**config.mk**
```make
export PLATFORM = sky130hd
export DESIGN_NAME = tsbm_root_cell
export DESIGN_NICKNAME = d
export VERILOG_FILES = /design/src/sv/tsbm_pkg.sv /design/src/sv/tsbm_root_cell.sv
export SDC_FILE = /design/constraint.sdc
export NUM_CORES = 1
export LEC_CHECK = 0
export BUFFER_PORTS_ARGS = -buffer_cell sky130_fd_sc_hd__buf_4
export CELL_PAD_IN_SITES_DETAIL_PLACEMENT = 0
export CELL_PAD_IN_SITES_GLOBAL_PLACEMENT = 2
export CORE_AREA = 2 2 389 391
export CTS_BUF_LIST = sky130_fd_sc_hd__clkbuf_8
export DETAILED_ROUTE_END_ITERATION = 10
export DIE_AREA = 0 0 391 393
export HOLD_SLACK_MARGIN = 0.08
export PLACE_DENSITY_LB_ADDON = 0.05
export SLEW_MARGIN = 20
export SYNTH_ARGS = -nofsm -noshare
export SYNTH_HDL_FRONTEND = slang
export SYNTH_SLANG_ARGS = --single-unit
export TNS_END_PERCENT = 50
```
**constraint.sdc**
```tcl
create_clock -name clk -period 36.3 [get_ports clk]
set_clock_uncertainty 0.05 [all_clocks]
set_input_delay 1.815 -clock clk [delete_from_list [all_inputs] [get_ports clk]]
set_output_delay 1.815 -clock clk [all_outputs]
set_load 0.005 [all_outputs]
```
**src/sv/tsbm_pkg.sv**
```systemverilog
`timescale 1ns / 1ps
// ----------------------------------------------------------------------------
// tsbm_pkg
// Shared types and constants for the two-sphere bounding merge pipeline.
// ----------------------------------------------------------------------------
package tsbm_pkg;

  localparam int COORD_W = 32;
  localparam int RAD_W   = 31;
  localparam int MAG_W   = 33;
  localparam int SQ_W    = 66;
  localparam int SUM_W   = 68;
  localparam int ROOT_W  = 34;
  localparam int REM_W   = 36;
  localparam int QUO_W   = 33;
  localparam int DIVR_W  = 35;
  localparam int DREM_W  = 35;
  localparam int PROD_W  = 64;
  localparam int NUM_AX  = 3;

  typedef enum logic [1:0] {
    CASE_FIRST  = 2'd0,
    CASE_SECOND = 2'd1,
    CASE_MERGE  = 2'd2
  } merge_case_t;

  typedef struct packed {
    logic [NUM_AX-1:0][COORD_W-1:0] p;
    logic [NUM_AX-1:0][COORD_W-1:0] q;
    logic [RAD_W-1:0]               r1;
    logic [RAD_W-1:0]               r2;
    logic [NUM_AX-1:0][MAG_W-1:0]   mag;
    logic [NUM_AX-1:0]              vneg;
  } pair_t;

  typedef struct packed {
    logic [REM_W-1:0]  rem;
    logic [ROOT_W-1:0] root;
    logic [SUM_W-1:0]  rad;
    pair_t             pair;
  } root_t;

  typedef struct packed {
    logic [NUM_AX-1:0][COORD_W-1:0] center;
    logic [RAD_W-1:0]               radius;
    merge_case_t                    mcase;
    logic [NUM_AX-1:0]              neg;
  } base_t;

  typedef struct packed {
    logic [DREM_W-1:0] rem;
    logic [QUO_W-1:0]  num;
    logic [QUO_W-1:0]  quo;
  } div_lane_t;

  typedef struct packed {
    div_lane_t [NUM_AX-1:0] lane;
    logic [DIVR_W-1:0]      divisor;
    base_t                  base;
  } div_t;

  function automatic logic [MAG_W-1:0] sext33(input logic [COORD_W-1:0] a);
    sext33 = {a[COORD_W-1], a};
  endfunction

endpackage

```
**src/sv/tsbm_root_cell.sv**
```systemverilog
`timescale 1ns / 1ps
// ----------------------------------------------------------------------------
// tsbm_root_cell
// One digit of a restoring square root: brings in two radicand bits, tries
// the next root bit and passes the partial result to the next cell.
// ----------------------------------------------------------------------------
module tsbm_root_cell (
  input  logic            clk,
  input  logic            rst,
  input  logic            in_valid,
  output logic            in_ready,
  input  tsbm_pkg::root_t in_data,
  output logic            out_valid,
  input  logic            out_ready,
  output tsbm_pkg::root_t out_data
);
  import tsbm_pkg::*;

  logic [REM_W+1:0] cur;
  logic [REM_W+1:0] trial;
  logic [REM_W+1:0] diff;
  logic             take;
  root_t            nxt;

  always_comb begin
    cur   = {in_data.rem, in_data.rad[SUM_W-1 -: 2]};
    trial = {2'b00, in_data.root, 2'b01};
    diff  = cur - trial;
    take  = (cur >= trial);
    nxt   = in_data;
    nxt.rad  = {in_data.rad[SUM_W-3:0], 2'b00};
    nxt.rem  = take ? diff[REM_W-1:0] : cur[REM_W-1:0];
    nxt.root = {in_data.root[ROOT_W-2:0], take};
  end

  assign in_ready = !out_valid || out_ready;

  always_ff @(posedge clk) begin
    if (rst) begin
      out_valid <= 1'b0;
    end else if (in_ready) begin
      out_valid <= in_valid;
    end
  end

  always_ff @(posedge clk) begin
    if (in_ready) begin
      out_data <= nxt;
    end
  end

endmodule

```
Word-level counts from Yosys, hierarchy flattened
Index checks and enable logic that the tools add are counted.
- mux-type cells: 1
- add/subtract/negate cells: 1
- $lt $le $gt $ge: 1
- reductions and logical operators: 2
- operator list (cell ; number):
    38-bit by 36-bit greater-or-equal comparator with 1-bit output ; 1
    36-bit two-way mux ; 1
    36-bit subtractor ; 1
    1-bit zero test ; 1
    1-bit logical OR ; 1
- register bits after elaboration: 493
- output and inout port bits: 496
- word-level logic and storage cells: 21

Depth between registers and ports, before layout
- depth after elaboration: 2
- gate-level depth with buffers: 14
- gate-level depth less buffers: 11

Worst setup path after synthesis
OpenSTA, ideal clock, no wires.
- path type: input port to output port
- from: input out_ready
- to: output in_ready
- required time: 34.435 ns
- stages: 1
- path slack: 20.844 ns
- arrival: 13.591 ns
- path buffers: 0
- path through: nand2b_1
- cells in the longest elaborated chain, start to end: 1
- ends and longest elaborated chain (item ; line ; RTL):
    from (decl) ; tsbm_root_cell.sv:14 ; input logic out_ready,
    1-bit logical OR ; tsbm_root_cell.sv:36 ; assign in_ready = !out_valid || out_ready;
    to (decl) ; tsbm_root_cell.sv:11 ; output logic in_ready,
Every way passes these cells.

Final worst setup path
- from: input out_ready
- to: register out_data[239] (netlist name) (enable)
- cells in the longest elaborated chain, start to end: 1
- ends and longest elaborated chain (item ; line ; RTL):
    1-bit logical OR ; tsbm_root_cell.sv:36 ;
    to (signal assigned) ; tsbm_root_cell.sv:48 ; out_data <= nxt;
    to (decl) ; tsbm_root_cell.sv:15 ; output tsbm_pkg::root_t out_data
Every way passes these cells.
A chain may end at the register's enable or synchronous reset.

==> run metrics <==
fin crit period=5.95 ns; FMAX=168 MHz; root buf cell=clkbuf_8; Worst Hold Class=reg -> reg; final setup vio count=0; Clk Latency, worst-skew pair=0.80 ns; Area growth syn-to-layout=68.0%; async set-reset flop share out of synthesis=0%; critical path startpoint category=input port; Syn Area/Cell=19.4 um2; initial DRC count=496; routed len/inst=25.7 um; TritonCTS clock tree=yes; Netlist Area Pre-Place=0.0174 mm2; Clock Path Buffers=3; worst slew pin tran=0.999 ns; CTS buffer count=107; RSZ-0062 raised after global routing=no; Worst Path Class, Setup=in -> reg; core area=0.149 mm2; Main synth FF type=edfxtp_1; required time of the critical path=36.65 ns; Hold Fails Final Rpt=0; routed vias/inst=3.16; Slew headroom=33.4%; Setup crit end kind=flop; Min Hold Slack=0.793 ns; DIE WIDTH=391 um; Ys Warns=0; most common cell after layout, fill and taps aside=buf_4; Final ANT Viol Nets=0; vias=12.7k; Die H=393 um; TNS Setup=0 ns; row count=142; IO buf count=991; register clock-pin slew on the reported worst setup and hold paths=0.06 ns; area leader, netlist=edfxtp_1; synth unique cells=62; Residual DRC=0; first-pass GRT wire length=128 mm; CTS resizes=0; Syn Inst Count=895; crit path max fanout=67; Lkg Pwr=12.3 nW; CTS Sinks=493; effective utilization at floorplan=11.6%; max-slew violations=0; Layout Cells excl Fill=4020; Final HPWL DP=84.9 mm; ranking of synthesized cells by area=edfxtp_1, ha_1, nand2_1; DIE AREA=0.154 mm2; initial antenna violation count=45; I/O Pins=994; Final #Nets=2521; pwr dens=50.7 mW/mm2; most frequent cells in the layout=buf_4, edfxtp_1, clkbuf_8, inv_1, nand2_1; VDD IR max=27.3 uV; total wire length=103 mm; max_cap viols=0; global-route usage over all layers=12.7%; CTS HTree Levels=3; setup bufs post-CTS=0; largest net degree at the start of global routing=68; post-synthesis sequential area ratio=85.1%; fin crit share=16.4%; status=finished, final reports clean; remaining global-route overflow=0; Post-synth EDFFs=492; cts hold-fix bufs=0; Initial DRT Pass Iterations=6; final RePlAce weighted congestion=0.767; Yosys top cell area share=85.0%; vias in the first global route=13.1k; FF+latch count, synth=493; share of layout cells above drive strength 1=55.2%; Critical Path AT=6.30 ns; Inst Count DP=3822; Power Total=1.48 mW
==> metrics by stage <==
stage | area [um2] | worst slack, ns | util, %
floorplan | 17400 | 20.84 | -
global placement | 27200 | 29.54 | 18.2
detailed placement | 27200 | 29.36 | 18.2
CTS | 29200 | 30.28 | 19.5
global route | 29200 | 30.06 | 19.6
finish | 29200 | 30.35 | 19.6
==> synthesized netlist by cell type, types with 2 or more instances <==
cell,n
a2111o_1,2
a21o_1,15
a31oi_1,7
nand2b_1,5
inv_1,45
o21bai_1,4
xnor2_1,15
mux2_1,3
buf_4,2
o21ai_0,40
nor2_1,21
nand4_1,8
xor2_1,16
buf_2,7
clkbuf_2,2
o31ai_1,2
ha_1,36
mux2i_1,2
nor4_1,2
o21a_1,6
o21ai_1,9
clkbuf_1,4
edfxtp_1,492
a2111oi_0,2
nand2_1,57
nor3_1,5
a211oi_1,2
nand3_1,5
a21oi_1,35
and3_1,3
o211ai_1,4
nor3b_1,2
buf_6,4
nor2b_1,3
==> layer usage <==
layer | share of wire, % | wire length, um | up-vias | global-route usage (%)
met1 | 32 | 33400 | 6169 | 11.7
met3 | 10 | 10700 | 191 | 6.31
met5 | 0.29 | 298 | - | 0
li1 | - | - | 5692 | -
met4 | 3.1 | 3240 | 48 | 5.29
met2 | 54 | 55600 | 593 | 23.7
==> path summary, 6_finish.rpt <==
check | startpoint | endpoint | slack [ns] | depth (start not counted)
setup / recovery | out_ready | out_data[239] | 30.35 | 7
hold / removal | out_valid | out_valid | 0.79 | 2
setup reg to reg | out_valid | out_data[239] | 31.14 | 6
hold reg to reg | out_valid | out_valid | 0.79 | 2
==> kinds of logic (layout without fill, tap and decap cells) <==
group	Yosys count	count (layout)	share of synthesized area [%]
AO/OA/AOI/OAI	148	148	5.63
XOR/XNOR	31	31	1.56
adder cells (fa/ha/maj)	36	36	2.59
buffers and inverters	64	1232	1.66
flip-flops	493	493	85.1
multiplexers	5	5	0.310
other	1	14	0.0216
AND/OR/NAND/NOR	117	117	3.09
==> state kept, by name, indices dropped and copies added, names as in the netlist <==
name       count
out_data     492
out_valid      1
==> cell type report <==
class | count | area, um2
diodes | 12 | 30.0
clock buffers | 112 | 1540
clock inverters | 74 | 415
fillers | 16294 | 120000
inverters | 45 | 169
multi-input cells | 339 | 2310
flip-flops and latches | 493 | 14800
well taps | 1944 | 2430
repair buffers | 1001 | 7510
==> worst max-delay path, stage by stage <==
cell and delay (ns):
buf_4 0.08, nand2b_4 0.36, buf_4 0.69, buf_4 0.69
buf_4 0.76, buf_4 0.76, buf_4 0.86
==> report_power, final <==
part           internal [mW]  switching [mW]  total [mW]
clock network          0.299           0.287       0.586
registers              0.679          0.0133       0.692
logic                  0.103          0.0987       0.202
total                   1.08           0.399        1.48
Note: power is estimated with default switching activity, not from simulation.
