==> src/sv/tsbm_pkg.sv <==
`timescale 1ns / 1ps
// ----------------------------------------------------------------------------
// tsbm_pkg
// Shared types and constants for the two-sphere bounding merge pipeline.
// ----------------------------------------------------------------------------
package tsbm_pkg;

  localparam int COORD_W = 32;
  localparam int RAD_W   = 31;
  localparam int MAG_W   = 33;
  localparam int SQ_W    = 66;
  localparam int SUM_W   = 68;
  localparam int ROOT_W  = 34;
  localparam int REM_W   = 36;
  localparam int QUO_W   = 33;
  localparam int DIVR_W  = 35;
  localparam int DREM_W  = 35;
  localparam int PROD_W  = 64;
  localparam int NUM_AX  = 3;

  typedef enum logic [1:0] {
    CASE_FIRST  = 2'd0,
    CASE_SECOND = 2'd1,
    CASE_MERGE  = 2'd2
  } merge_case_t;

  typedef struct packed {
    logic [NUM_AX-1:0][COORD_W-1:0] p;
    logic [NUM_AX-1:0][COORD_W-1:0] q;
    logic [RAD_W-1:0]               r1;
    logic [RAD_W-1:0]               r2;
    logic [NUM_AX-1:0][MAG_W-1:0]   mag;
    logic [NUM_AX-1:0]              vneg;
  } pair_t;

  typedef struct packed {
    logic [REM_W-1:0]  rem;
    logic [ROOT_W-1:0] root;
    logic [SUM_W-1:0]  rad;
    pair_t             pair;
  } root_t;

  typedef struct packed {
    logic [NUM_AX-1:0][COORD_W-1:0] center;
    logic [RAD_W-1:0]               radius;
    merge_case_t                    mcase;
    logic [NUM_AX-1:0]              neg;
  } base_t;

  typedef struct packed {
    logic [DREM_W-1:0] rem;
    logic [QUO_W-1:0]  num;
    logic [QUO_W-1:0]  quo;
  } div_lane_t;

  typedef struct packed {
    div_lane_t [NUM_AX-1:0] lane;
    logic [DIVR_W-1:0]      divisor;
    base_t                  base;
  } div_t;

  function automatic logic [MAG_W-1:0] sext33(input logic [COORD_W-1:0] a);
    sext33 = {a[COORD_W-1], a};
  endfunction

endpackage

==> src/sv/tsbm_div_cell.sv <==
`timescale 1ns / 1ps
// ----------------------------------------------------------------------------
// tsbm_div_cell
// One quotient bit of a restoring division, for all three axes at once,
// against the shared divisor 2d.
// ----------------------------------------------------------------------------
module tsbm_div_cell (
  input  logic           clk,
  input  logic           rst,
  input  logic           in_valid,
  output logic           in_ready,
  input  tsbm_pkg::div_t in_data,
  output logic           out_valid,
  input  logic           out_ready,
  output tsbm_pkg::div_t out_data
);
  import tsbm_pkg::*;

  logic [DREM_W:0] cur  [NUM_AX];
  logic [DREM_W:0] diff [NUM_AX];
  logic            take [NUM_AX];
  div_t            nxt;

  always_comb begin
    nxt = in_data;
    for (int i = 0; i < NUM_AX; i++) begin
      cur[i]  = {in_data.lane[i].rem, in_data.lane[i].num[QUO_W-1]};
      diff[i] = cur[i] - {1'b0, in_data.divisor};
      take[i] = (cur[i] >= {1'b0, in_data.divisor});
      nxt.lane[i].rem = take[i] ? diff[i][DREM_W-1:0] : cur[i][DREM_W-1:0];
      nxt.lane[i].num = {in_data.lane[i].num[QUO_W-2:0], 1'b0};
      nxt.lane[i].quo = {in_data.lane[i].quo[QUO_W-2:0], take[i]};
    end
  end

  assign in_ready = !out_valid || out_ready;

  always_ff @(posedge clk) begin
    if (rst) begin
      out_valid <= 1'b0;
    end else if (in_ready) begin
      out_valid <= in_valid;
    end
  end

  always_ff @(posedge clk) begin
    if (in_ready) begin
      out_data <= nxt;
    end
  end

endmodule

==> config.mk <==
export PLATFORM = sky130hd
export DESIGN_NAME = tsbm_div_cell
export DESIGN_NICKNAME = d
export VERILOG_FILES = /design/src/sv/tsbm_pkg.sv /design/src/sv/tsbm_div_cell.sv
export SDC_FILE = /design/constraint.sdc
export NUM_CORES = 1
export LEC_CHECK = 0
export ABC_CLOCK_PERIOD_IN_PS = 12450
export BUFFER_PORTS_ARGS = -buffer_cell sky130_fd_sc_hd__buf_4
export CORE_AREA = 4 4 363 365
export CTS_BUF_LIST = sky130_fd_sc_hd__clkbuf_8
export CTS_CLUSTER_DIAMETER = 150
export DETAILED_ROUTE_END_ITERATION = 7
export DIE_AREA = 0 0 367 369
export HOLD_SLACK_MARGIN = 0.08
export PLACE_DENSITY_LB_ADDON = 0.12
export SYNTH_ARGS = -nofsm -noshare
export SYNTH_HDL_FRONTEND = slang
export SYNTH_SLANG_ARGS = --single-unit
==> constraint.sdc <==
create_clock -name clk -period 12.45 [get_ports clk]
set_input_delay 0 -clock clk [delete_from_list [all_inputs] [get_ports clk]]
set_output_delay 0 -clock clk [all_outputs]
set_load 0.02 [all_outputs]
==> run metrics, run 1 <==
Yosys cell types 86; Initial Util 16.4%; Err [ERROR RSZ-0060] Max buffer count reached.; Halt Stage clock tree synthesis (4_1_cts); synthesized area per cell 14.0 um2; Cell Rows 132; Post-CTS Setup Inserts 0; XOR/XNOR share of the synthesized area 3.78%; Mapped Cells 1507; I/O pins 946; Yosys top cell area share 66.4%; Root Buffer Master clkbuf_8; register area share after synthesis 66.5%; Synth Area in Compound Gates 11.2%; largest cells by area after synthesis edfxtp_1, ha_1, a21oi_1, xnor2_1, nand2_1; status did not finish; post-synthesis mux area share 2.62%; Post-Syn Area 0.0211 mm2; Die H 369 um; Post-synth EDFFs 467; Yosys top cell by area edfxtp_1; gp weighted congestion 0.917; #FFs+latches synth 468; placed instance area 0.0302 mm2; maximum clock path buffer count 3; Top FF cell, synth edfxtp_1; Placement Setup Slack 8420 ps; CTS Hold Buffers Added 857; Yosys warnings 0; Port Buffers 939; Synth Area in Adders 6.51%; Final HPWL DP 97.9 mm; clk sinks 468; CTS buffer count 95; H-tree depth 3; main combinational cell family by area after synthesis compound AO/OA/AOI/OAI gates; asr flop ratio synth 0%; post_cts resized 0; Die W 367 um; Post-Synth Simple-Gate Area 7.01%
Yosys cell counts (4+ instances only):
cell and count:
nand2b_1 14, mux2i_1 5, a21oi_1 138, mux2_2 11, o211ai_2 4, mux2_4 23, o31ai_1 5, nand3_1 14
ha_1 105, o211ai_1 7, inv_1 75, buf_2 16, edfxtp_1 467, a211oi_1 10, o21a_1 9, o21bai_1 14
or2_2 4, buf_4 6, o21ai_1 43, and2_1 8, clkbuf_1 9, or3_1 4, o221ai_1 4, xnor2_1 49
a31oi_1 12, nor3_1 13, nor2b_1 15, xor2_1 42, o21ai_0 47, buf_6 4, nor2_1 95, nand2_1 98
nand4_1 19, and3_1 12, a21o_1 32
through the flow:
stage | instances | util, %
after floorplan | 1509 | -
after global placement | 4095 | 23.4
after detailed placement | 4095 | 23.4
kinds of logic after synthesis:
logic type,after synthesis
AO/OA/AOI/OAI,374
XOR/XNOR,91
adder cells (fa/ha/maj),108
buffers and inverters,112
flip-flops,468
multiplexers,42
other,1
AND/OR/NAND/NOR,311
==> run 2: changes to the inputs <==
==> config.mk (replaced) <==
export PLATFORM = sky130hd
export DESIGN_NAME = tsbm_div_cell
export DESIGN_NICKNAME = d
export VERILOG_FILES = /design/src/sv/tsbm_pkg.sv /design/src/sv/tsbm_div_cell.sv
export SDC_FILE = /design/constraint.sdc
export NUM_CORES = 1
export LEC_CHECK = 0
export ABC_CLOCK_PERIOD_IN_PS = 16200
export BUFFER_PORTS_ARGS = -buffer_cell sky130_fd_sc_hd__buf_4
export CORE_AREA = 4 4 371 373
export DETAILED_ROUTE_END_ITERATION = 7
export DIE_AREA = 0 0 375 377
export PLACE_DENSITY_LB_ADDON = 0.15
export SYNTH_ARGS = -nofsm -noshare
export SYNTH_HDL_FRONTEND = slang
export SYNTH_SLANG_ARGS = --single-unit
==> constraint.sdc (replaced) <==
create_clock -name clk -period 16.2 [get_ports clk]
set_input_delay 0 -clock clk [delete_from_list [all_inputs] [get_ports clk]]
set_output_delay 0 -clock clk [all_outputs]
set_load 0.02 [all_outputs]
==> run metrics, run 2 <==
CP required 16590 ps; Layout Nets 3625; synth-to-layout area growth 80.1%; largest cells by area after synthesis edfxtp_1, ha_1, a21oi_1, xnor2_1, nand2_1; Final HPWL DP 100 mm (+2.1%); first-pass GRT wire length 163 mm; H-tree depth 2 (-1); commonest non-fill, non-tap cells in the layout buf_4, dlygate4sd3_1, edfxtp_1, a21oi_1, ha_1; Post-synth top cells edfxtp_1, a21oi_1, ha_1; Top reg by flops out_data; CP Depth 14; Overflow after GRT 0; crit path DAT 4790 ps; I/O pins 946 (unchanged); maximum VDD drop 0.0775 mV; final instance area 0.0380 mm2; pin count of the biggest net entering global routing 77; Leak 16.0 nW; Clock Pin Slew Worst Setup and Hold Paths 60 ps; Cell Chain, Critical Path dlygate4sd3_1 -> buf_4 -> ha_1 -> fa_1 -> nor2b_1 -> o31a_1 -> o211ai_2 -> nor3b_2 -> o21ai_2 -> a21boi_1 -> o31ai_4 -> buf_4 -> mux2_2 -> dlygate4sd3_1; Cell Rows 135 (+2.3%); Root Buffer Master clkbuf_16; Setup Total Neg Slack 0 ps; CTS Hold Buffers Added 557 (-35%); vias in the first global route 20216; Final Hold Violating Endpoints 0; worst-path maximum fanout 54; core footprint 0.135 mm2; Top FF cell, synth edfxtp_1; Die H 377 um (+2.2%); WP buf/inv 4; worst slew pin tran 1070 ps; Yosys top cell area share 66.4% (unchanged); Worst slew margin 28.8%; WL/cell 24.7 um; RR Endpoint out_data[229]; crit-path leading delay family buffers and inverters; Port Buffers 939 (unchanged); clk sinks 468 (unchanged); worst flop-to-flop path startpoint out_valid; Yosys warnings 0 (unchanged); clk_lat worst skew 660 ps; largest registers out_data: 467 flops, out_valid: 1 flops; clk_skew 14.6 ps; f_max 227 MHz; die area 0.141 mm2; post-route DRC violation count 0; CTS tree done; reg2reg setup slack 12390 ps; Post-synth EDFFs 467 (unchanged); CTS buffer count 61 (-36%); Critical Path Slowest Stage Cell buf_4; register area share after synthesis 66.5% (unchanged); Yosys cell types 86 (unchanged); Pwr Density 104 mW/mm2; most common cell in the netlist edfxtp_1; Max Cap Viol 0; synthesized area per cell 14.0 um2 (unchanged); placed instance area 0.0303 mm2 (+0.43%); Initial Util 15.7% (-0.71 points); Yosys top cell by area edfxtp_1; status complete, no violations; post_cts resized 0 (unchanged); Final setup viols 0; Mapped Cells 1507 (unchanged); Layout fillers 13969; period utilisation layout 27.2%; critical path type in -> reg; Die W 375 um (+2.2%); critical path endpoint category flip-flop; gp weighted congestion 0.880 (-4.0%); ANT nets after route 0; Slowest Stage Delay on Critical Path 570 ps; DRT Pass-1 Iters 7; worst setup path start in_data[132]; shortest period the worst path allows 4400 ps; vias per cell 3.88; via count 18999; commonest non-fill, non-tap cell in the layout buf_4; DRT Wirelength 121 mm; #FFs+latches synth 468 (unchanged); share of cells above drive strength 1 36.0%; Post-CTS Setup Inserts 0 (unchanged); unrepaired setup endpoints after global routing false; crit path capture out_data[353]; maximum clock path buffer count 3 (unchanged); Hold Path Class in -> reg; R2R depth 4; max-slew violations 0; drt initial violations 999; crit start category primary input; hold depth 2; Largest register FFs 467; gr usage total 16.4%; initial antenna violation count 44; hold path startpoint in_data[222]; Post-Syn Area 0.0211 mm2 (unchanged); asr flop ratio synth 0% (unchanged)
[run 2: area by class of cell]
type | count | area, um2 | area share [%]
Sequential cell | 468 | 14000 | 37.0
Clock buffer | 69 | 1580 | 4.15
Timing Repair Buffer | 1508 | 12700 | 33.5
Tap cell | 1781 | 2230 | 5.86
Multi-Input combinational cell | 929 | 6600 | 17.4
Antenna cell | 23 | 57.6 | 0.151
Clock inverter | 44 | 497 | 1.31
Inverter | 75 | 282 | 0.741
[run 2: kinds of logic after synthesis]
kind of cell,count (synthesis),share of synthesized area (%)
AO/OA/AOI/OAI,374,11.2
other,1,0.0178
AND/OR/NAND/NOR,311,7.01
multiplexers,42,2.62
buffers and inverters,112,2.34
adder cells (fa/ha/maj),108,6.51
flip-flops,468,66.5
XOR/XNOR,91,3.78
[run 2: power by group]
| group | total, W | internal (W) | switching (W) |
|---|---|---|---|
| Clock | 0.00141 | 0.000830 | 0.000579 |
| Combinational | 0.00101 | 0.000451 | 0.000554 |
| Sequential | 0.00152 | 0.00148 | 0.0000405 |
| Total | 0.00393 | 0.00276 | 0.00117 |
[run 2: routing by layer]
layer / share of wire [%] / track usage (%)
met4: 3.9 / 5.77
met5: 0.14 / 0
met2: 50 / 29.2
met3: 7.2 / 5.07
met1: 39 / 18.4
[run 2: metrics by stage]
stage / setup WS [ps] / std cells / hold slack (ps) / utilization (%) / total power, W
2_1_floorplan: 3910 / 1509 / 69.1 / - / 0.00199
5_1_grt: 11580 / 4890 / 16.6 / 28.2 / 0.00413
6_report: 11800 / 4897 / 77.9 / 28.2 / 0.00393
3_5_place_dp: 12100 / 4204 / 179 / 22.5 / 0.00243
4_1_cts: 11790 / 4874 / 0.385 / 28.2 / 0.00403
3_3_place_gp: 12090 / 4204 / 179 / 22.5 / 0.00243
[run 2: worst min-delay path by stage]
stage,end,slack [ps]
finish,out_data[223],80
global placement,out_data[430],180
CTS,out_data[135],0.4
global route,out_data[300],20
floorplan,out_valid,70
detailed placement,out_data[214],180
(Power assumes the default switching activity.)
==> run 3: changes to the inputs <==
--- a/config.mk
+++ b/config.mk
@@ -5,11 +5,12 @@
 export SDC_FILE = /design/constraint.sdc
 export NUM_CORES = 1
 export LEC_CHECK = 0
-export ABC_CLOCK_PERIOD_IN_PS = 16200
+export ABC_AREA = 1
+export ABC_CLOCK_PERIOD_IN_PS = 3600
 export BUFFER_PORTS_ARGS = -buffer_cell sky130_fd_sc_hd__buf_4
-export CORE_AREA = 4 4 371 373
+export CORE_AREA = 4 4 369 371
 export DETAILED_ROUTE_END_ITERATION = 7
-export DIE_AREA = 0 0 375 377
+export DIE_AREA = 0 0 373 375
 export PLACE_DENSITY_LB_ADDON = 0.15
 export SYNTH_ARGS = -nofsm -noshare
 export SYNTH_HDL_FRONTEND = slang
==> constraint.sdc (replaced) <==
create_clock -name clk -period 3.6 [get_ports clk]
set_input_delay 0 -clock clk [delete_from_list [all_inputs] [get_ports clk]]
set_output_delay 0 -clock clk [all_outputs]
set_load 0.02 [all_outputs]
==> run metrics, run 3 <==
status complete, no violations; crit path DAT 3340 ps (-1450 ps); I/O pins 946 (unchanged); Overflow after GRT 0 (unchanged); largest cells by area after synthesis edfxtp_1, nand2_1, inv_1, ha_1, nor2_1; hold depth 2 (unchanged); crit start category primary input; Worst slew margin 50.4% (+22 points); maximum clock path buffer count 3 (unchanged); reg2reg setup slack 1440 ps (-10950 ps); vias per cell 3.90 (+0.60%); Final Hold Violating Endpoints 0 (unchanged); register area share after synthesis 59.9% (-6.7 points); Critical Path Slowest Stage Cell dlygate4sd3_1; Yosys cell types 32 (-63%); Placed Cells 5118 (+22%); ANT nets after route 0 (unchanged); worst flop-to-flop path startpoint out_valid; Final HPWL DP 112 mm (+12%); asr flop ratio synth 0% (unchanged); CTS tree done; Clock Power Share 34.9% (-0.9 points); Yosys warnings 0 (unchanged); f_max 355 MHz; Post-Syn Area 0.0235 mm2 (+11%); Sequential Power Share 38.8% (+0.2 points); Top reg by flops out_data; core footprint 0.133 mm2 (-1.2%); Net Switching 0.00555 W (+370%); Initial Util 17.6% (+2.0 points); Clock Pin Slew Worst Setup and Hold Paths 60 ps (about the same); share of cells above drive strength 1 28.0% (-7.9 points); Final setup viols 0 (unchanged); main combinational cell family by area after synthesis simple AND/OR/NAND/NOR gates; hold path startpoint in_data[105]; commonest non-fill, non-tap cell in the layout buf_4; Pwr Density 443 mW/mm2 (+330%); Hold Path Class in -> reg; crit-path leading delay family buffers and inverters; internal power 0.0121 W (+340%); Mapped Cells 2414 (+60%); wire length on met2 66.9 mm (+11%); most common cell in the netlist nand2_1; Layout Nets 4502 (+24%); clk_lat worst skew 670 ps (about the same); vias in the first global route 22766 (+13%); via count 22457 (+18%); clk sinks 468 (unchanged); synth-to-layout area growth 69.6%; R2R depth 4 (unchanged); DRT Pass-1 Iters 5 (-2); XOR/XNOR share of the synthesized area 2.02% (-1.8 points); Sw Ratio 31.5% (+1.7 points); placed instance area 0.0327 mm2 (+8.0%); H-tree depth 2 (unchanged); largest registers out_data: 467 flops, out_valid: 1 flops; Post-Synth Simple-Gate Area 22.1% (+15 points); worst slew pin tran 743 ps (-326 ps); Largest register FFs 467 (unchanged); WL met1 56.1 mm (+20%); DRT Wirelength 136 mm (+12%); first-pass GRT wire length 184 mm (+13%); unrepaired setup endpoints after global routing false; worst-path maximum fanout 33 (-39%); Die W 373 um (-0.53%); fin util 29.9% (+1.7 points); CTS Hold Buffers Added 508 (-8.8%); post_cts resized 0 (unchanged); CTS buffer count 60 (-1.6%); max-slew violations 0 (unchanged); Synth Area in Adders 5.86% (-0.65 points); logic gate share of total power 26.3% (+0.7 points); Leak 18.7 nW (+17%); pin count of the biggest net entering global routing 81 (+5.2%); final instance area 0.0398 mm2 (+4.7%); Cell Rows 134 (-0.74%); WP buf/inv 5 (+1); Cell Chain, Critical Path dlygate4sd3_1 -> buf_4 -> inv_1 -> ha_1 -> nand2_1 -> nand2_1 -> nand2_1 -> nand2_1 -> inv_1 -> nand2_1 -> a21oi_1 -> nand2_1 -> nand2_1 -> nand2_2 -> inv_2 -> nand2_1 -> nand2_1; Post-CTS Setup Inserts 0 (unchanged); post-route DRC violation count 0 (unchanged); #FFs+latches synth 468 (unchanged); WL/cell 23.6 um (-4.3%); CP required 4120 ps (-12470 ps); initial antenna violation count 50 (+14%); Total Power 0.0176 W (+350%); RR Endpoint out_valid; Post-synth top cells nand2_1, edfxtp_1, inv_1; shortest period the worst path allows 2820 ps; Post-synth EDFFs 467 (unchanged); Yosys top cell by area edfxtp_1; Layout fillers 14098 (+0.92%); period utilisation layout 78.3%; Top FF cell, synth edfxtp_1; maximum VDD drop 0.351 mV (+350%); metal3 WL 10.4 mm (+20%); gr usage total 18.7% (+2.3 points); Yosys top cell area share 59.8% (-6.7 points); Max Cap Viol 0 (unchanged); gp weighted congestion 0.904 (+2.7%); Synth Area in Compound Gates 3.32% (-7.9 points); endpoint of the worst hold path out_data[105]; commonest non-fill, non-tap cells in the layout buf_4, nand2_1, dlygate4sd3_1, edfxtp_1, inv_1; Non-Filler Instances 5754 (+18%); Setup Total Neg Slack 0 ps (unchanged); drt initial violations 1197 (+20%); Die H 375 um (-0.53%); Root Buffer Master clkbuf_16; top layer in use met5; clk_skew 22.6 ps (+7.99 ps); synthesized area per cell 9.72 um2 (-31%); Slowest Stage Delay on Critical Path 630 ps (+60 ps); post-synthesis mux area share 0% (-2.6 points); Port Buffers 939 (unchanged); die area 0.140 mm2 (-1.1%); critical path endpoint category flip-flop; most frequent CP cell nand2_1; critical path type in -> reg
## run 3: cell types whose count changed after synthesis, sizes merged, moves of 15 or more
cell | previous run | this run
nand3 | 15 | 114
xnor2 | 49 | 7
inv | 75 | 368
a21oi | 139 | 89
nor2 | 95 | 173
nand2 | 99 | 900
nor2b | 15 | 0
mux2 | 37 | 0
o21ai | 93 | 43
a21o | 32 | 0
## run 3: layout make-up
class | instances | area, um2 | area share, %
inverter | 368 | 1380 | 3.47
clock buffer | 77 | 1570 | 3.93
multi-input combinational | 1556 | 7840 | 19.7
clock inverter | 33 | 389 | 0.978
sequential | 468 | 14000 | 35.3
antenna | 18 | 45.0 | 0.113
tap | 1768 | 2210 | 5.56
timing repair buffer | 1466 | 12300 | 31.0
## run 3: worst max-delay path by stage
stage / cells past startpoint / end / start / slack [ps]
after floorplan: 1 / out_data[0] / out_valid / 810
after global placement: 15 / out_data[265] / in_data[147] / 720
final: 17 / out_data[358] / in_data[149] / 780
after detailed placement: 15 / out_data[265] / in_data[147] / 720
after CTS: 16 / out_data[461] / in_data[147] / 770
after global routing: 17 / out_data[348] / in_data[147] / 550
## run 3: power by group through the flow
stage               Clock (W)  Combinational (W)  Sequential, W
finish                0.00615            0.00464        0.00683
global route          0.00664            0.00501        0.00688
CTS                   0.00642            0.00475        0.00684
detailed placement          0            0.00420        0.00694
global placement            0            0.00420        0.00695
floorplan                   0            0.00136        0.00760
## run 3: routing by layer
metal | vias to the layer above | track usage [%]
met2 | 716 | 32.7
met4 | 32 | 3.30
met3 | 126 | 5.90
li1 | 10911 | -
met1 | 10672 | 22.7
met5 | - | 0
## run 3: worst register-to-register path, stage by stage (launching register included)
cell,delay [ps]
dfxtp_1,360
nand2_8,420
buf_4,570
a21oi_1,130
dlygate4sd3_1,570
## run 3: kinds of logic (layout without fill, tap and decap cells)
family	Yosys count	count (layout)
AND/OR/NAND/NOR	1244	1244
flip-flops	468	468
buffers and inverters	392	1944
AO/OA/AOI/OAI	147	147
adder cells (fa/ha/maj)	108	108
XOR/XNOR	54	54
other	1	21
## run 3: through the flow
step	setup slack [ps]	hold WS [ps]
global route	545	5.42
finish	783	70.0
detailed placement	723	160
CTS	765	0.0990
floorplan	815	69.1
global placement	716	158
==> run 4: changes to the inputs <==
--- a/config.mk
+++ b/config.mk
@@ -6,7 +6,7 @@
 export NUM_CORES = 1
 export LEC_CHECK = 0
 export ABC_AREA = 1
-export ABC_CLOCK_PERIOD_IN_PS = 3600
+export ABC_CLOCK_PERIOD_IN_PS = 2450
 export BUFFER_PORTS_ARGS = -buffer_cell sky130_fd_sc_hd__buf_4
 export CORE_AREA = 4 4 369 371
 export DETAILED_ROUTE_END_ITERATION = 7
==> constraint.sdc (replaced) <==
create_clock -name clk -period 2.45 [get_ports clk]
set_input_delay 0 -clock clk [delete_from_list [all_inputs] [get_ports clk]]
set_output_delay 0 -clock clk [all_outputs]
set_load 0.02 [all_outputs]
==> run metrics, run 4 (same netlist as run 3, synthesis figures left out) <==
max-slew violations 0 (unchanged); f_max 434 MHz; status complete, no violations; H-tree depth 2 (unchanged); Slowest Stage Delay on Critical Path 540 ps (-90 ps); crit path DAT 2740 ps (-600 ps); Die W 373 um (unchanged); Pwr Density 631 mW/mm2 (+43%); critical path type in -> reg; clk_skew 19.4 ps (-3.19 ps); Final HPWL DP 117 mm (+4.2%); Port Buffers 939 (unchanged); first-pass GRT wire length 190 mm (+3.5%); vias in the first global route 23862 (+4.8%); die area 0.140 mm2 (unchanged); Placed Cells 5329 (+4.1%); worst setup path start in_data[143]; hold path startpoint out_ready; Root Buffer Master clkbuf_16; Sequential Power Share 38.1% (-0.7 points); Register Area 0.0140 mm2 (about the same); DRT Pass-1 Iters 5 (unchanged); Overflow after GRT 0 (unchanged); Final setup viols 0 (unchanged); multi-input logic area 0.00786 mm2 (+0.24%); worst flop-to-flop path startpoint out_valid; Sw Ratio 31.7% (+0.24 points); Largest register FFs 467 (unchanged); crit start category primary input; commonest non-fill, non-tap cell in the layout buf_4; Final Hold Violating Endpoints 0 (unchanged); Die H 375 um (unchanged); pin count of the biggest net entering global routing 59 (-27%); CTS buffer count 61 (+1.7%); Final WS setup 144 ps (-639 ps); Setup Total Neg Slack 0 ps (unchanged); logic gate share of total power 28.0% (+1.7 points); vias per cell 3.93 (+0.76%); DRT Wirelength 140 mm (+3.2%); Layout Nets 4702 (+4.4%); Post-CTS Setup Inserts 0 (unchanged); Initial Util 17.6% (unchanged); Placement Setup Slack 18.6 ps (-704 ps); WL/cell 23.5 um (-0.35%); Layout fillers 13963 (-0.96%); Net Switching 0.00837 W (+51%); Critical Path Slowest Stage Cell dlygate4sd3_1; RR Endpoint out_valid; R2R depth 4 (unchanged); critical path endpoint category flip-flop; gr usage total 19.2% (+0.56 points); Cell Chain, Critical Path dlygate4sd3_1 -> buf_4 -> inv_1 -> buf_12 -> buf_4 -> ha_1 -> nand2_1 -> nor2_1 -> inv_1 -> nor3_1 -> buf_4 -> nand2_1 -> nand2_1 -> nand2_1 -> nand2_1 -> nand2_1 -> nand3_1 -> nand2_1; internal power 0.0180 W (+49%); shortest period the worst path allows 2310 ps; CP required 2880 ps (-1240 ps); gp weighted congestion 0.905 (about the same); maximum clock path buffer count 3 (unchanged); I/O pins 946 (unchanged); endpoint of the worst hold path out_data[331]; Max Cap Viol 0 (unchanged); synth-to-layout area growth 78.0%; unrepaired setup endpoints after global routing false; clk sinks 468 (unchanged); core footprint 0.133 mm2 (unchanged); share of cells above drive strength 1 31.8% (+3.8 points); post-route DRC violation count 0 (unchanged); maximum VDD drop 0.537 mV (+53%); Top reg by flops out_data; reg2reg setup slack 720 ps (-720 ps); period utilisation layout 94.1%; ANT nets after route 0 (unchanged); Hold Path Class in -> reg; CTS tree done; Leak 19.8 nW (+6.1%); most frequent CP cell nand2_1; initial antenna violation count 55 (+10%); tightest hold margin 36.5 ps (-33.5 ps); worst-path maximum fanout 4 (-88%); Clock Power Share 33.9% (-1.0 points); via count 23423 (+4.3%); Cell Rows 134 (unchanged); largest registers out_data: 467 flops, out_valid: 1 flops; clk_lat worst skew 660 ps (about the same); Clock Pin Slew Worst Setup and Hold Paths 60 ps (about the same); Non-Filler Instances 5956 (+3.5%); hold depth 3 (+1); commonest non-fill, non-tap cells in the layout buf_4, nand2_1, dlygate4sd3_1, edfxtp_1, inv_1; drt initial violations 1314 (+9.8%)
## run 4: changes by cell type in the layout (fill, tap and decap cells not counted), moves of 2 or more
| cell | previous run | this run |
|---|---|---|
| bufinv_16 | 7 | 5 |
| nor2_1 | 158 | 156 |
| clkinv_4 | 1 | 3 |
| dlygate4sd3_1 | 508 | 496 |
| clkinv_1 | 9 | 19 |
| buf_4 | 954 | 1125 |
| clkbuf_1 | 17 | 10 |
| buf_12 | 4 | 44 |
| clkinv_2 | 8 | 6 |
## run 4: final cells by class
type,instances,area share (%)
repair buffers,1665,34.2
multi-input cells,1556,18.8
flip-flops and latches,468,33.6
clock inverters,41,0.872
clock buffers,71,3.74
diodes,19,0.114
well taps,1768,5.30
inverters,368,3.31
## run 4: repair_timing
item                                   4_1_cts  5_1_grt
hold buffers                               496        0
endpoints found under the hold margin      465        0
setup endpoints to repair                    0       35
resized for setup                            0        5
## run 4: worst max-delay path by stage
stage / slack, ps / cells after the start / end
after floorplan: -180 / 1 / out_data[0]
after global placement: 20 / 17 / out_data[267]
after detailed placement: 20 / 17 / out_data[267]
after CTS: 140 / 18 / out_data[361]
after global routing: 10 / 18 / out_data[468]
final: 140 / 18 / out_data[468]
## run 4: per-stage QoR
stage          area [um2]  power, W  utilization, %
3_3_place_gp        34800    0.0170            26.2
3_5_place_dp        34800    0.0169            26.2
2_1_floorplan       23500    0.0132               -
5_1_grt             41700    0.0277            31.4
6_report            41800    0.0264            31.4
4_1_cts             41700    0.0269            31.4
## run 4: critical path: cells and delay by family
family,cells,cell delay [ps]
adder cells (fa/ha/maj),1,320
AND/OR/NAND/NOR,10,1040
buffers and inverters,7,1360
## run 4: metal layers
| metal | share of wire (%) | vias to the layer above | global-route usage (%) |
|---|---|---|---|
| met1 | 42 | 11195 | 23.8 |
| met3 | 6.0 | 148 | 4.68 |
| met4 | 2.1 | 28 | 3.64 |
| li1 | - | 11327 | - |
| met5 | 0.12 | - | 0 |
| met2 | 50 | 725 | 34.1 |
## run 4: power groups by stage
stage / combinational (W) / clock (W) / sequential, W
after CTS: 0.00754 / 0.00932 / 0.0100
final: 0.00739 / 0.00894 / 0.0100
after global routing: 0.00794 / 0.00960 / 0.0101
after floorplan: 0.00200 / 0 / 0.0112
after global placement: 0.00675 / 0 / 0.0102
after detailed placement: 0.00675 / 0 / 0.0102
